[src/rtl/rpwfd_pkg.sv]
`default_nettype none
package rpwfd_pkg;

    // configuration register indexes
    localparam int CFG_IDX_W = 1;
    localparam logic [CFG_IDX_W-1:0] CFG_PILOT_MIN = 1'b0;
    localparam logic [CFG_IDX_W-1:0] CFG_PILOT_MAX = 1'b1;

    localparam int CFG_DATA_W = 16;
    localparam logic [15:0] PILOT_MIN_RESET = 16'd5366;
    localparam logic [15:0] PILOT_MAX_RESET = 16'd9966;

    // width / 23 as multiply by ceil(2^21 / 23), exact for all 16-bit widths
    localparam logic [16:0] RECIP_23    = 17'd91181;
    localparam int          RECIP_SHIFT = 21;
    localparam logic [8:0]  UNIT_MAX    = 9'd511;

    // frame layout
    localparam logic [4:0] FIRST_PART_BITS = 5'd15;
    localparam logic [4:0] FRAME_BITS      = 5'd28;
    localparam logic [3:0] END_CODE        = 4'b0101;

    // input request
    typedef struct packed {
        logic        pulse_level;
        logic [15:0] pulse_width;
    } t_in_req;

    // result
    typedef struct packed {
        logic        frame_ok;
        logic [14:0] first_part;
        logic [12:0] second_part;
    } t_out_res;

    // classified pulse passed from front to back
    typedef struct packed {
        logic        is_high;
        logic        pilot_ok;
        logic [8:0]  unit;
        logic [16:0] width2;
    } t_pulse_cls;

endpackage
`default_nettype wire

[src/rtl/rpwfd_front.sv]
`default_nettype none
module rpwfd_front (
    input  wire logic                                i_clk,
    input  wire logic                                i_rst_n,
    input  wire logic                                i_cfg_we,
    input  wire logic [rpwfd_pkg::CFG_IDX_W-1:0]     i_cfg_idx,
    input  wire logic [rpwfd_pkg::CFG_DATA_W-1:0]    i_cfg_data,
    input  wire rpwfd_pkg::t_in_req                  i_req,
    output rpwfd_pkg::t_pulse_cls                    o_cls
);

    logic [15:0] r_pilot_min;
    logic [15:0] r_pilot_max;
    logic [32:0] w_prod;
    logic [11:0] w_quot;

    // pilot bound registers
    always_ff @(posedge i_clk) begin
        if (!i_rst_n) begin
            r_pilot_min <= rpwfd_pkg::PILOT_MIN_RESET;
            r_pilot_max <= rpwfd_pkg::PILOT_MAX_RESET;
        end else if (i_cfg_we) begin
            case (i_cfg_idx)
                rpwfd_pkg::CFG_PILOT_MIN: r_pilot_min <= i_cfg_data;
                rpwfd_pkg::CFG_PILOT_MAX: r_pilot_max <= i_cfg_data;
                default: ;
            endcase
        end
    end

    // unit time candidate: width / 23 by reciprocal multiply
    assign w_prod = {17'd0, i_req.pulse_width} * {16'd0, rpwfd_pkg::RECIP_23};
    assign w_quot = w_prod[32:rpwfd_pkg::RECIP_SHIFT];

    // classify the request independent of decoder state
    always_comb begin
        o_cls.is_high  = i_req.pulse_level;
        o_cls.pilot_ok = (i_req.pulse_width > r_pilot_min) &&
                         (i_req.pulse_width < r_pilot_max);
        o_cls.unit     = (w_quot > {3'd0, rpwfd_pkg::UNIT_MAX}) ?
                         rpwfd_pkg::UNIT_MAX : w_quot[8:0];
        o_cls.width2   = {i_req.pulse_width, 1'b0};
    end

endmodule
`default_nettype wire

[src/rtl/rpwfd_queue.sv]
`default_nettype none
module rpwfd_queue #(
    parameter int DEPTH = 2
) (
    input  wire logic                  i_clk,
    input  wire logic                  i_rst_n,
    input  wire logic                  i_push,
    input  wire rpwfd_pkg::t_pulse_cls i_data,
    output logic                       o_full,
    input  wire logic                  i_pop,
    output logic                       o_empty,
    output rpwfd_pkg::t_pulse_cls      o_data
);

    localparam int PTR_W = (DEPTH > 1) ? $clog2(DEPTH) : 1;
    localparam int CNT_W = $clog2(DEPTH + 1);
    localparam logic [PTR_W-1:0] LAST = PTR_W'(DEPTH - 1);
    localparam logic [CNT_W-1:0] FULL_CNT = CNT_W'(DEPTH);

    rpwfd_pkg::t_pulse_cls r_mem [DEPTH];
    logic [PTR_W-1:0] r_wr_ptr;
    logic [PTR_W-1:0] r_rd_ptr;
    logic [CNT_W-1:0] r_count;
    logic             w_do_push;
    logic             w_do_pop;

    assign o_full    = (r_count == FULL_CNT);
    assign o_empty   = (r_count == '0);
    assign o_data    = r_mem[r_rd_ptr];
    assign w_do_push = i_push && !o_full;
    assign w_do_pop  = i_pop && !o_empty;

    // entry storage
    always_ff @(posedge i_clk) begin
        if (w_do_push) begin
            r_mem[r_wr_ptr] <= i_data;
        end
    end

    // pointers and fill count
    always_ff @(posedge i_clk) begin
        if (!i_rst_n) begin
            r_wr_ptr <= '0;
            r_rd_ptr <= '0;
            r_count  <= '0;
        end else begin
            if (w_do_push) begin
                r_wr_ptr <= (r_wr_ptr == LAST) ? '0 : r_wr_ptr + 1'b1;
            end
            if (w_do_pop) begin
                r_rd_ptr <= (r_rd_ptr == LAST) ? '0 : r_rd_ptr + 1'b1;
            end
            case ({w_do_push, w_do_pop})
                2'b10:   r_count <= r_count + 1'b1;
                2'b01:   r_count <= r_count - 1'b1;
                default: r_count <= r_count;
            endcase
        end
    end

endmodule
`default_nettype wire

[src/rtl/rpwfd_back.sv]
`default_nettype none
module rpwfd_back (
    input  wire logic                  i_clk,
    input  wire logic                  i_rst_n,
    input  wire logic                  i_cls_valid,
    input  wire rpwfd_pkg::t_pulse_cls i_cls,
    output logic                       o_cls_pop,
    output logic                       o_out_valid,
    input  wire logic                  i_out_ready,
    output rpwfd_pkg::t_out_res        o_out
);

    logic        r_receiving;
    logic [8:0]  r_unit;
    logic [4:0]  r_count;
    logic [14:0] r_first;
    logic [12:0] r_second;
    logic        r_out_valid;
    rpwfd_pkg::t_out_res r_out;

    logic        n_receiving;
    logic [8:0]  n_unit;
    logic [4:0]  n_count;
    logic [14:0] n_first;
    logic [12:0] n_second;
    logic        n_emit;
    rpwfd_pkg::t_out_res n_out;

    logic [16:0] w_u1;
    logic [16:0] w_u3;
    logic [16:0] w_u5;
    logic        w_bit0;
    logic        w_bit1;
    logic [4:0]  w_cnt_inc;
    logic        w_ok;

    // take a request when the result slot is free or draining
    assign o_cls_pop   = i_cls_valid && (!r_out_valid || i_out_ready);
    assign o_out_valid = r_out_valid;
    assign o_out       = r_out;

    // unit multiples for the doubled-width compare
    assign w_u1 = {8'd0, r_unit};
    assign w_u3 = {8'd0, r_unit} + {7'd0, r_unit, 1'b0};
    assign w_u5 = {8'd0, r_unit} + {6'd0, r_unit, 2'b0};
    assign w_bit0 = (i_cls.width2 > w_u3) && (i_cls.width2 < w_u5);
    assign w_bit1 = (i_cls.width2 > w_u1) && (i_cls.width2 < w_u3);
    assign w_cnt_inc = r_count + 5'd1;

    // decoder state update
    always_comb begin
        n_receiving = r_receiving;
        n_unit      = r_unit;
        n_count     = r_count;
        n_first     = r_first;
        n_second    = r_second;
        n_emit      = 1'b0;
        n_out       = r_out;
        w_ok        = 1'b0;
        if (!r_receiving) begin
            if (!i_cls.is_high && i_cls.pilot_ok) begin
                n_receiving = 1'b1;
                n_unit      = i_cls.unit;
                n_count     = '0;
                n_first     = '0;
                n_second    = '0;
            end
        end else if (i_cls.is_high) begin
            if (w_bit0 || w_bit1) begin
                n_count = w_cnt_inc;
                if (w_cnt_inc <= rpwfd_pkg::FIRST_PART_BITS) begin
                    n_first = {r_first[13:0], w_bit1};
                end else begin
                    n_second = {r_second[11:0], w_bit1};
                end
                if (w_cnt_inc == rpwfd_pkg::FRAME_BITS) begin
                    n_receiving = 1'b0;
                    n_count     = '0;
                    n_emit      = 1'b1;
                    w_ok        = (n_second[3:0] == rpwfd_pkg::END_CODE);
                    if (!w_ok) begin
                        n_first  = '0;
                        n_second = '0;
                    end
                    n_out.frame_ok    = w_ok;
                    n_out.first_part  = n_first;
                    n_out.second_part = n_second;
                end
            end else begin
                // unclassifiable pulse drops the frame
                n_receiving = 1'b0;
                n_count     = '0;
            end
        end
    end

    // decoder registers
    always_ff @(posedge i_clk) begin
        if (!i_rst_n) begin
            r_receiving <= 1'b0;
            r_unit      <= '0;
            r_count     <= '0;
            r_first     <= '0;
            r_second    <= '0;
        end else if (o_cls_pop) begin
            r_receiving <= n_receiving;
            r_unit      <= n_unit;
            r_count     <= n_count;
            r_first     <= n_first;
            r_second    <= n_second;
        end
    end

    // result register
    always_ff @(posedge i_clk) begin
        if (!i_rst_n) begin
            r_out_valid <= 1'b0;
        end else if (o_cls_pop && n_emit) begin
            r_out_valid <= 1'b1;
        end else if (i_out_ready) begin
            r_out_valid <= 1'b0;
        end
    end

    always_ff @(posedge i_clk) begin
        if (o_cls_pop && n_emit) begin
            r_out <= n_out;
        end
    end

endmodule
`default_nettype wire

[src/rtl/remote_pulse_width_frame_decoder.sv]
`default_nettype none
// channel   direction  handshake                     payload
// in        input      i_in_valid / o_in_ready       i_in  (pulse_level, pulse_width)
// out       output     o_out_valid / i_out_ready     o_out (frame_ok, first_part, second_part)
// cfg       input      i_cfg_we                      i_cfg_idx, i_cfg_data
//
// one pulse per cycle sustained while results are taken; an accepted pulse is written into
// the queue and, once popped, into the decoder state, and its result is visible then.
// while a result waits the decoder takes no pulses; the queue absorbs up to QUEUE_DEPTH
// more, then o_in_ready drops until the result is taken.
// synchronous active-low reset clears decoder state, the queue and the result slot,
// and loads the pilot bounds with their defaults; no clearing pass is needed.
module remote_pulse_width_frame_decoder #(
    parameter int QUEUE_DEPTH = 2
) (
    input  wire logic                             i_clk,
    input  wire logic                             i_rst_n,
    input  wire logic                             i_in_valid,
    output logic                                  o_in_ready,
    input  wire rpwfd_pkg::t_in_req               i_in,
    output logic                                  o_out_valid,
    input  wire logic                             i_out_ready,
    output rpwfd_pkg::t_out_res                   o_out,
    input  wire logic                             i_cfg_we,
    input  wire logic [rpwfd_pkg::CFG_IDX_W-1:0]  i_cfg_idx,
    input  wire logic [rpwfd_pkg::CFG_DATA_W-1:0] i_cfg_data
);

    rpwfd_pkg::t_pulse_cls w_cls_in;
    rpwfd_pkg::t_pulse_cls w_cls_out;
    logic w_full;
    logic w_empty;
    logic w_pop;

    assign o_in_ready = !w_full;

    // classify incoming pulses
    rpwfd_front u_front (
        .i_clk      (i_clk),
        .i_rst_n    (i_rst_n),
        .i_cfg_we   (i_cfg_we),
        .i_cfg_idx  (i_cfg_idx),
        .i_cfg_data (i_cfg_data),
        .i_req      (i_in),
        .o_cls      (w_cls_in)
    );

    // queue between classifier and decoder
    rpwfd_queue #(
        .DEPTH (QUEUE_DEPTH)
    ) u_queue (
        .i_clk   (i_clk),
        .i_rst_n (i_rst_n),
        .i_push  (i_in_valid),
        .i_data  (w_cls_in),
        .o_full  (w_full),
        .i_pop   (w_pop),
        .o_empty (w_empty),
        .o_data  (w_cls_out)
    );

    // frame decoder and result slot
    rpwfd_back u_back (
        .i_clk       (i_clk),
        .i_rst_n     (i_rst_n),
        .i_cls_valid (!w_empty),
        .i_cls       (w_cls_out),
        .o_cls_pop   (w_pop),
        .o_out_valid (o_out_valid),
        .i_out_ready (i_out_ready),
        .o_out       (o_out)
    );

endmodule
`default_nettype wire

[config.mk]
export PLATFORM = sky130hd
export DESIGN_NAME = remote_pulse_width_frame_decoder
export DESIGN_NICKNAME = d
export VERILOG_FILES = /design/src/rtl/rpwfd_pkg.sv /design/src/rtl/rpwfd_front.sv /design/src/rtl/rpwfd_queue.sv /design/src/rtl/rpwfd_back.sv /design/src/rtl/remote_pulse_width_frame_decoder.sv
export SDC_FILE = /design/constraint.sdc
export NUM_CORES = 1
export LEC_CHECK = 0
export BUFFER_PORTS_ARGS = -buffer_cell sky130_fd_sc_hd__buf_2
export CORE_AREA = 2 2 171 173
export CTS_CLUSTER_DIAMETER = 40
export DETAILED_ROUTE_END_ITERATION = 16
export DIE_AREA = 0 0 173 175
export HOLD_SLACK_MARGIN = 0.06
export PLACE_DENSITY = 0.66
export SLEW_MARGIN = 0
export SYNTH_ARGS = -nofsm -noshare
export SYNTH_HDL_FRONTEND = slang
export SYNTH_SLANG_ARGS = --single-unit
[constraint.sdc]
create_clock -name i_clk -period 5.6 [get_ports i_clk]
set_input_delay 0.28 -clock i_clk [delete_from_list [all_inputs] [get_ports i_clk]]
set_output_delay 0.28 -clock i_clk [all_outputs]
set_load 0.01 [all_outputs]
==> metrics.md, run 1 <==
| Metric | Value |
|---|---|
| Status | complete, no violations |
| Number of placement rows | 62 |
| CP Capture Type | flop |
| Final HPWL DP | 21800 µm |
| Max-cap check violation count | 0 |
| Hold Crit Class | in -> reg |
| TritonRoute pass-1 iters | 5 |
| Initial drt markers | around 600 |
| Number of buffers created by CTS | 17 |
| Port buffer count | 69 |
| Synth area leader | ha_1 |
| Antenna violations before repair | 1 |
| Via count | 9158 |
| Largest family of logic cells by synthesized area | adder cells |
| Die span in x | 173 µm |
| Core Region | approximately 0.028 mm² |
| Clock root cell | clkbuf_16 |
| Multi-input logic area | about 0.0076 mm² |
| Gr usage total | between 10% and 20% |
| GRT overflow | 0 |
| RSZ-0062 raised after global routing | no |
| Multiplexer share of the synthesized area | 2.21% |
| Total power | ~5700 µW |
| FF-to-FF path depth | 19 |
| Area share of and/or/nand/nor cells after synthesis | around a tenth |
| Synth Cell Area | approximately 0.013 mm² |
| Post-synthesis register bit count | between 150 and 200 |
| LEAKAGE | ~0.0067 µW |
| Synth Area per Inst | a little over 10 µm² |
| Ys flop type | edfxtp_1 |
| Synth Instances | around 1200 |
| Count of warnings emitted by yosys | 0 |
| Maximum VDD drop | approximately 230 µV |
| Worst Hold Depth | 3 |
| Area Overhead vs Synth | 13.7% |
| Wire length per cell | roughly 16 µm |
| Die height | between 150 and 200 µm |
| Sequential cell area | 0.00411 mm² |
| Async set-reset flop share out of synthesis | 0% |
| Final clock skew | approximately 16 ps |
| Crit Path Class | in -> reg |
| Crit Path Max Fanout | 4 |
| Worst Path Arrival | 5480 ps |
| Vias/cell | approximately 5.2 |
| Share of the synthesized area in the top cell type | between 20% and 30% |
| Ports | 70 |
| CTS tree | built |
| Synth unique cells | 66 |
| Placer Congestion | around 0.96 |
| Final period utilization | between 90 and 100% |
| Fraction of synthesized cell area in xor and xnor cells | around 2.0% |
| Largest net degree at the start of global routing | between 60 and 70 |
| CP Data Required Time | approximately 5800 ps |
| Final-report hold violation count | 0 |
| Worst-Skew Late Latency | about 440 ps |
| H-Tree Depth | 4 |
| Startpoint of the worst hold path | i_cfg_data[1] |
| Final setup vio count | 0 |
| Clock slew at reported path FFs | 70 ps |
| Worst R2R End | u_back.r_first[7] |
| Final ANT Viol Nets | 0 |
| R2r startpoint | u_back.r_unit[2] |
| Max_slew headroom | 26.9% |
| Final-report max-slew violation count | 0 |
| Layout cells sized above 1 | a little over an eighth |
| Pwr/cell area | roughly 400 mW/mm² |
| Layout Cells excl Fill | 1752 |
| Post-Synth Adder-Cell Area | between 30% and 40% |
| Residual DRC count | 0 |
| Placed insts | 1719 |
| Clk buf depth | 2 |
| Fmax | between 0.15 and 0.2 GHz |
| Sequential element share of the synthesized area | approximately 33% |
| Critical Path Start Type | primary input |
| Global-route wire length before repair | about 46000 µm |
| Starting Density | between 40% and 50% |
| Routed WL | 27500 µm |
| Minimum clock period | around 5300 ps |
| Diodes inserted | 0 |
| Die area | approximately 0.03 mm² |
| Clock sink count | about 160 |
| Post-synth EDFFs | 83 |
| # nets final | about 1700 |
| Setup slack, reg-to-reg | 1030 ps |
| Setup Buffers After CTS | 0 |
| Vias in the first global route | 9038 |
| Worst Tran Pin Value | 1100 ps |
| Compound-Gate Fraction of Synth Area | between 10 and 15% |
| # fillers | about 2700 |
| Synth area leaders | ha_1, edfxtp_1, dfxtp_1 |
| Hold Path End | u_front.r_pilot_max[1] |
[layout by cell type, fill, tap and decap left out, types with 6 or more instances in the layout]
cell and n:
edfxtp_1 83, buf_2 69, buf_4 50, and2_1 9, a22o_1 14, nor3_1 11
nand2_1 128, o21ai_0 32, mux2_2 14, nand3_1 20, o211a_1 9, a21boi_0 22
inv_1 193, a32o_1 9, nor2b_1 9, clkbuf_16 18, o21a_1 7, a21o_1 25
nand2b_1 10, dfxtp_1 81, ha_1 219, fa_1 65, mux2i_1 12, xnor2_1 21
nor2_1 31, o31ai_1 6, o21bai_1 9, a211oi_1 7, o211ai_1 21, xor2_1 7
nand4_1 15, a21oi_1 76
[synthesized netlist by cell type, types with 10 or more instances]
| master | n |
|---|---|
| a21boi_0 | 22 |
| a21o_1 | 25 |
| a21oi_1 | 76 |
| a22o_1 | 14 |
| clkbuf_1 | 28 |
| dfxtp_1 | 81 |
| edfxtp_1 | 83 |
| fa_1 | 65 |
| ha_1 | 219 |
| inv_1 | 193 |
| mux2_2 | 14 |
| mux2i_1 | 12 |
| nand2_1 | 128 |
| nand2b_1 | 10 |
| nand3_1 | 20 |
| nand4_1 | 15 |
| nor2_1 | 32 |
| nor3_1 | 11 |
| o211ai_1 | 21 |
| o21ai_0 | 32 |
| xnor2_1 | 21 |
[area by class of cell]
cell class                 count  share of cell area [%]
clock buffer                  18                    3.16
timing repair buffer         120                    5.12
clock inverter                14                    1.09
tap                          384                    3.37
inverter                     193                    5.08
sequential                   164                    28.8
multi-input combinational    859                    53.4
[routing by layer]
metal | share of wire, % | global-route usage, % | vias up
li1 | - | - | 4571
met1 | 47 | 24.9 | 4373
met2 | 48 | 31.6 | 186
met3 | 4.3 | 3.94 | 26
met4 | 1.3 | 4.24 | 2
met5 | 0.047 | 0 | -
[sequential cells by signal, indices dropped and copies added (netlist names), named ones only]
signal,cells
u_back.o_out,29
u_back.o_out_valid,1
u_back.r_count,5
u_back.r_first,15
u_back.r_receiving,1
u_back.r_second,13
u_back.r_unit,9
u_front.r_pilot_max,16
u_front.r_pilot_min,16
u_queue.r_count,2
u_queue.r_mem,54
u_queue.r_rd_ptr,1
u_queue.r_wr_ptr,1
[what timing repair did]
item | in CTS | in global routing
hold endpoints to repair | 2 | 0
gates resized for setup | 0 | 2
setup endpoints to repair | 0 | 10
hold buffers | 1 | 0
[worst max path at each step]
| stage | start | to | slack, ps | cells past startpoint |
|---|---|---|---|---|
| detailed placement | i_in[12] | u_queue.r_mem[0][22] | -250 | 19 |
| global placement | i_in[13] | u_queue.r_mem[1][22] | -80 | 19 |
| global route | i_in[12] | u_queue.r_mem[1][18] | 50 | 20 |
| floorplan | i_in[10] | u_queue.r_mem[0][22] | 30 | 17 |
| finish | i_in[12] | u_queue.r_mem[1][22] | 300 | 19 |
| CTS | i_in[12] | u_queue.r_mem[1][22] | 220 | 19 |
[metrics by stage]
| stage | util [%] | hold slack, ps | setup slack (ps) | instance area [µm²] | TNS, ps |
|---|---|---|---|---|---|
| 2_1_floorplan | - | 379 | 30.7 | 12600 | 0 |
| 3_3_place_gp | 48.1 | 446 | -77.1 | 13600 | -565 |
| 3_5_place_dp | 48.1 | 456 | -247 | 13600 | -2670 |
| 4_1_cts | 50.2 | 69.9 | 215 | 14300 | 0 |
| 5_1_grt | 50.3 | 96.2 | 47.5 | 14300 | 0 |
| 6_report | 50.3 | 82.7 | 298 | 14300 | 0 |
[cell families (layout without fill, tap and decap cells)]
family                   after synthesis  in the layout
AO/OA/AOI/OAI                        264            264
XOR/XNOR                              28             28
adder cells (fa/ha/maj)              284            284
buffers and inverters                227            345
flip-flops                           164            164
multiplexers                          26             26
other                                  1              2
AND/OR/NAND/NOR                      255            255
[worst max-delay path: stages]
cell and delay [ps]:
buf_2 140, ha_1 310, ha_1 320, fa_1 490, fa_1 550, fa_1 550, inv_1 60, fa_1 530
inv_1 40, ha_1 330, a21oi_1 180, o21ai_0 160, a2111oi_2 330, buf_4 170, o211ai_1 140, a21oi_1 200
mux2i_1 270, nand2_1 100, or2_2 330
[where the power goes]
group	internal, µW	switching (µW)
clock	662	544
combinational	1320	1690
sequential	1400	77.3
total	3390	2310
No activity file was read; power rests on OpenSTA's default activity.
==> run 2: changes to the inputs <==
Settings changed: CORE_AREA 2 2 171 173 to 2 2 162 164, DIE_AREA 0 0 173 175 to 0 0 164 166, PLACE_DENSITY 0.66 to 0.72.
==> run 2 against run 1 <==
Die area is 10% lower. Sequential share of layout area increased by 0.25 points. Via count up 0.11%. Utilization up 5.0 points. First-iteration DRC count fell by 7.6%. Cell area fell by 0.88%. Sequential power about the same. Highest routed layer is now met4.
==> metrics.md, run 2 (synthesis gave the netlist of run 1 again) <==
| Metric | Value |
|---|---|
| Pwr/cell area | roughly 390 mW/mm² |
| Minimum clock period | 5340 ps |
| Residual DRC count | 0 |
| TritonRoute pass-1 iters | 4 |
| Die height | roughly 170 µm |
| CTS tree | built |
| Total power | roughly 5600 µW |
| Setup Buffers After CTS | 0 |
| Routed WL | approximately 27000 µm |
| Number of placement rows | 59 |
| Global-route wire length before repair | approximately 45000 µm |
| Number of buffers created by CTS | 17 |
| Final-report max-slew violation count | 0 |
| Die area | 0.0272 mm² |
| Final-report hold violation count | 0 |
| Most frequent cells in the layout | ha_1, inv_1, nand2_1 |
| Placer Congestion | 0.912 |
| Max_slew headroom | a little under a quarter |
| Final clock skew | between 10 and 15 ps |
| Largest Register | u_queue.r_mem |
| Crit Path Max Fanout | 4 |
| FF-to-FF path depth | 18 |
| CP Data Required Time | ~5800 ps |
| Max-cap check violation count | 0 |
| LEAKAGE | around 0.0066 µW |
| Die span in x | 164 µm |
| Port buffer count | 69 |
| Wire length per cell | ~16 µm |
| Worst Path Arrival | roughly 5500 ps |
| Clock slew at reported path FFs | approximately 70 ps |
| Largest net degree at the start of global routing | slightly above 60 |
| CP Capture Type | flop |
| Clk buf depth | 2 |
| RSZ-0062 raised after global routing | no |
| GRT overflow | 0 |
| Final HPWL DP | roughly 21000 µm |
| Layout Utilization | between 50% and 60% |
| Final setup vio count | 0 |
| Area Overhead vs Synth | 12.7% |
| Via count | ~9000 |
| Antenna violations before repair | 0 |
| Worst Hold Depth | 3 |
| Maximum VDD drop | between 200 and 250 µV |
| Initial drt markers | between 500 and 600 |
| Worst-Skew Late Latency | 430 ps |
| Final period utilization | a little over nine tenths |
| Final ANT Viol Nets | 0 |
| Commonest non-fill, non-tap cell in the layout | ha_1 |
| Gr usage total | 20.8% |
| Largest register FFs | 54 |
| Worst Tran Pin Value | between 1000 and 1500 ps |
| Diodes inserted | 0 |
| Critical Path Start Type | primary input |
| Setup slack, reg-to-reg | 880 ps |
| Starting Density | 49.0% |
| # nets final | 1673 |
| Hold Crit Class | in -> reg |
| Layout cells sized above 1 | between 10% and 20% |
| Clock sink count | 164 |
| Ports | 70 |
| Clock root cell | clkbuf_16 |
| Core Region | ~0.026 mm² |
| Vias/cell | about 5.4 |
| Fmax | approximately 0.19 GHz |
| Status | complete, no violations |
| Crit Path Class | in -> reg |
| H-Tree Depth | 4 |
| Vias in the first global route | roughly 9400 |
==> run 2: critical path, stage by stage <==
cell	delay, ps
buf_2	150
ha_1	310
ha_1	320
fa_1	490
fa_1	530
fa_1	560
inv_1	60
fa_1	560
inv_1	50
ha_1	340
a21oi_1	190
o21ai_0	140
a2111oi_0	390
buf_4	190
o211ai_1	120
a21oi_1	180
mux2i_1	250
nand2_1	90
buf_4	150
o21bai_1	160
==> run 2: through the flow <==
step,cell area (µm²),cells,hold WS (ps),setup TNS (ps),setup slack [ps]
global route,14100,1698,78.7,0,73.2
finish,14100,1698,96.2,0,256
global placement,13500,1665,445,-257,-40.2
CTS,14100,1698,80.4,0,319
detailed placement,13500,1665,457,-959,-125
floorplan,12600,1250,379,0,30.7
==> run 2: what timing repair did <==
item                                   CTS  global route
setup endpoints to repair                0             7
endpoints found under the hold margin    2             0
resized for setup                        0             1
hold buffers                             1             0
==> run 2: power breakdown <==
part	leakage [µW]	total [µW]	switching, µW	internal, µW
clock	0.000289	1160	527	632
sequential	0.00147	1490	84.4	1400
combinational	0.00488	2930	1670	1260
total	0.00664	5570	2280	3290
==> run 2: layout make-up <==
class / instances / area [µm²]
fill: 2220 / 11500
tap: 335 / 419
clock buffer: 17 / 425
multi-input combinational: 859 / 7610
timing repair buffer: 115 / 693
sequential: 164 / 4110
clock inverter: 15 / 161
inverter: 193 / 724
==> run 2: path summary, 6_finish.rpt <==
kind,start,to
max,i_in[12],u_queue.r_mem[1][18]
min,i_cfg_data[13],u_front.r_pilot_max[13]
max reg2reg,u_back.r_unit[2],u_back.o_out[19]
min reg2reg,u_front.r_pilot_max[14],u_front.r_pilot_max[14]
==> run 2: routing by layer <==
| metal | track usage (%) | routed length (µm) | up-vias |
|---|---|---|---|
| met5 | 0 | 0 | - |
| met4 | 5.00 | 503 | 0 |
| met3 | 3.87 | 1050 | 38 |
| met2 | 35.9 | 13400 | 202 |
| met1 | 27.0 | 12000 | 4371 |
| li1 | - | - | 4557 |
==> run 3: changes to the inputs <==
--- a/config.mk
+++ b/config.mk
@@ -6,11 +6,12 @@
 export NUM_CORES = 1
 export LEC_CHECK = 0
+export ABC_AREA = 1
 export BUFFER_PORTS_ARGS = -buffer_cell sky130_fd_sc_hd__buf_2
-export CORE_AREA = 2 2 162 164
+export CORE_AREA = 2 2 170 172
 export CTS_CLUSTER_DIAMETER = 40
 export DETAILED_ROUTE_END_ITERATION = 16
-export DIE_AREA = 0 0 164 166
+export DIE_AREA = 0 0 172 174
 export HOLD_SLACK_MARGIN = 0.06
-export PLACE_DENSITY = 0.72
+export PLACE_DENSITY_LB_ADDON = 0.25
 export SLEW_MARGIN = 0
 export SYNTH_ARGS = -nofsm -noshare
==> constraint.sdc (replaced) <==
create_clock -name i_clk -period 5.6 [get_ports i_clk]
set_input_delay 1.68 -clock i_clk [delete_from_list [all_inputs] [get_ports i_clk]]
set_output_delay 1.68 -clock i_clk [all_outputs]
set_load 0.01 [all_outputs]
==> run 3 against run 2 <==
The flow now finishes with violations (setup timing). Cell count rose by 36%. Clock skew rose by 7.6 ps. Clock power barely moved. Largest cell class unchanged. Register-to-register slack improved by 600 ps. Critical path depth fell by 1. Critical endpoint is now u_queue.r_mem[1][23].
==> metrics.md, run 3 <==
| Metric | Value |
|---|---|
| Status | finished, violations left |
| Violated checks | setup timing |
| Commonest non-fill, non-tap cell in the layout | nand2_1 |
| Max_slew headroom | about two fifths |
| Sequential power share | a little under 20% |
| Count of warnings emitted by yosys | 0 |
| Clock sink count | roughly 160 |
| Final HPWL DP | roughly 26000 µm |
| Synth Cell Area | around 0.014 mm² |
| Most frequent cells after synthesis | nand2_1, inv_1, ha_1 |
| Starting Density | 49.3% |
| Design Area, Final | 0.0165 mm² |
| Vias/cell | between 5 and 6 |
| Final ANT Viol Nets | 0 |
| Synth area leaders | ha_1, edfxtp_1, dfxtp_1 |
| Die height | between 150 and 200 µm |
| Wire length per cell | 14.6 µm |
| Clk buf depth | 2 |
| Synth unique cells | between 40 and 50 |
| Psw | roughly 3900 µW |
| Area Overhead vs Synth | 18.3% |
| Final-report hold violation count | 0 |
| Async set-reset flop share out of synthesis | 0% |
| Die area | approximately 0.03 mm² |
| Post-synth EDFFs | 83 |
| Share of the synthesized area in the top cell type | 19.7% |
| Most frequent cells in the layout | nand2_1, inv_1, ha_1 |
| Largest register FFs | 54 |
| Sequential element share of the synthesized area | 29.5% |
| Largest net degree at the start of global routing | 56 |
| Clock root cell | clkbuf_16 |
| Routed WL | 33700 µm |
| Crit Path Max Fanout | 5 |
| Final clock skew | ~22 ps |
| Combinational share of power | between 60% and 70% |
| Clock slew at reported path FFs | ~60 ps |
| Crit Path Class | in -> reg |
| Total power | roughly 8300 µW |
| Final Worst Setup Slack | -235 ps |
| Worst slack at placement | -822 ps |
| Fmax | approximately 0.17 GHz |
| LEAKAGE | roughly 0.0081 µW |
| Ys flop type | edfxtp_1 |
| Top-count cell post-synth | nand2_1 |
| Residual DRC count | 0 |
| Final setup vio count | 18 |
| Hold Crit Class | reg -> reg |
| Worst-Skew Late Latency | around 440 ps |
| Global-route wire length before repair | 55400 µm |
| Die span in x | roughly 170 µm |
| H-Tree Depth | 4 |
| Switching share of total power | 46.9% |
| Via count | roughly 12000 |
| Placer Congestion | ~0.95 |
| Antenna violations before repair | 0 |
| CTS tree | built |
| TritonRoute pass-1 iters | 5 |
| Diodes inserted | 0 |
| CP Capture Type | flop |
| Minimum clock period | 5840 ps |
| Gr usage total | 23.2% |
| Core Region | roughly 0.028 mm² |
| Vias in the first global route | between 10000 and 15000 |
| Final period utilization | 104% |
| Worst Path Arrival | approximately 6000 ps |
| # nets final | about 2200 |
| Synth Instances | roughly 1700 |
| Initial drt markers | roughly 740 |
| Hold-fix buffers at CTS | 0 |
| Synth area leader | ha_1 |
| Pwr/cell area | approximately 500 mW/mm² |
| DP Area | 0.0155 mm² |
| Layout cells sized above 1 | 17.1% |
| Maximum VDD drop | between 300 and 400 µV |
| Final-report max-slew violation count | 0 |
| RSZ-0062 raised after global routing | yes |
| Max-cap check violation count | 0 |
| Number of placement rows | slightly above 60 |
| Port buffer count | slightly below 70 |
| Ports | 70 |
| Critical Path Start Type | primary input |
| Number of buffers created by CTS | 17 |
| Internal power | between 4000 and 5000 µW |
| GRT overflow | 0 |
| Largest Register | u_queue.r_mem |
| Clk pwr share | between 10% and 20% |
| Synth Area per Inst | roughly 8.0 µm² |
| CP Data Required Time | around 5800 ps |
| Post-synthesis register bit count | ~160 |
| Worst Tran Pin Value | approximately 900 ps |
[run 3: cell count changes after synthesis, sizes merged, moves of 18 or more]
cell,before,now
a21boi,24,2
nor2,33,164
inv,193,327
nand2,128,427
o21ai,32,77
a21o,25,7
[run 3: layer usage]
| metal | part of all wire [%] | up-vias | global-route usage [%] | routed length, µm |
|---|---|---|---|---|
| met1 | 45 | 5458 | 31.0 | 15100 |
| li1 | - | 5911 | - | - |
| met5 | 0 | - | 0 | 0 |
| met2 | 49 | 218 | 39.6 | 16400 |
| met3 | 3.5 | 60 | 2.30 | 1200 |
| met4 | 2.9 | 0 | 7.42 | 976 |
[run 3: cell families (layout without fill, tap and decap cells)]
logic type,after synthesis,count (layout),share of synthesized area [%]
and+or+nand+nor,674,676,20.3
buffers and inverters,367,547,10.5
adders and majority gates,284,284,29.0
AOI/OAI and AO/OA,227,227,9.16
DFF,164,164,29.5
xor gates and xnor gates,23,23,1.45
other,1,2,0.0269
[run 3: stage by stage]
step,util [%],instances,hold WS [ps],TNS [ps]
6_report,58.4,2307,462,-3900
2_1_floorplan,-,1741,426,-4560
4_1_cts,57.7,2305,463,-2390
5_1_grt,58.4,2307,483,-6500
3_3_place_gp,54.9,2265,432,-12960
3_5_place_dp,54.9,2265,451,-14270
[run 3: layout make-up]
cell class                 instances  area (µm²)
sequential                       164        4110
inverter                         330        1240
timing repair inverter             1        7.51
clock inverter                    15         173
fill                            2592       11800
clock buffer                      17         425
timing repair buffer             184        1250
tap                              384         480
multi-input combinational       1212        8790
[run 3: worst paths after layout]
check | startpoint | end | slack (ps) | cells past startpoint
setup / recovery | i_in[15] | u_queue.r_mem[1][23] | -240 | 19
hold / removal | u_queue.r_rd_ptr | u_queue.r_rd_ptr | 460 | 1
setup reg to reg | u_back.r_unit[1] | u_back.r_second[0] | 1480 | 22
hold reg to reg | u_queue.r_rd_ptr | u_queue.r_rd_ptr | 460 | 1
[run 3: timing repair]
action / in CTS / in global routing
gates resized for setup: 34 / 37
setup endpoints to repair: 18 / 18
setup buffers: 6 / 2
pin swaps: 37 / 31
gates cloned: 2 / 1
[run 3: critical path: stages]
cell     delay (ps)
buf_12          110
ha_4            260
fa_2            470
fa_1            430
inv_1            90
fa_1            440
fa_1            510
fa_1            490
inv_1            60
ha_4            230
a21o_1          220
nor2_1          150
nor3_1           70
nor2_1          130
nor2_1           60
nor2_1          160
nand3_2         140
nand2_4         130
nand4_1         130
[run 3: power by group through the flow]
| stage | sequential, µW | clock, µW | combinational, µW |
|---|---|---|---|
| 6_report | 1630 | 1170 | 5510 |
| 5_1_grt | 1650 | 1230 | 6200 |
| 4_1_cts | 1630 | 1180 | 5190 |
| 3_5_place_dp | 1650 | 0 | 5000 |
| 3_3_place_gp | 1650 | 0 | 4910 |
| 2_1_floorplan | 1610 | 0 | 3450 |
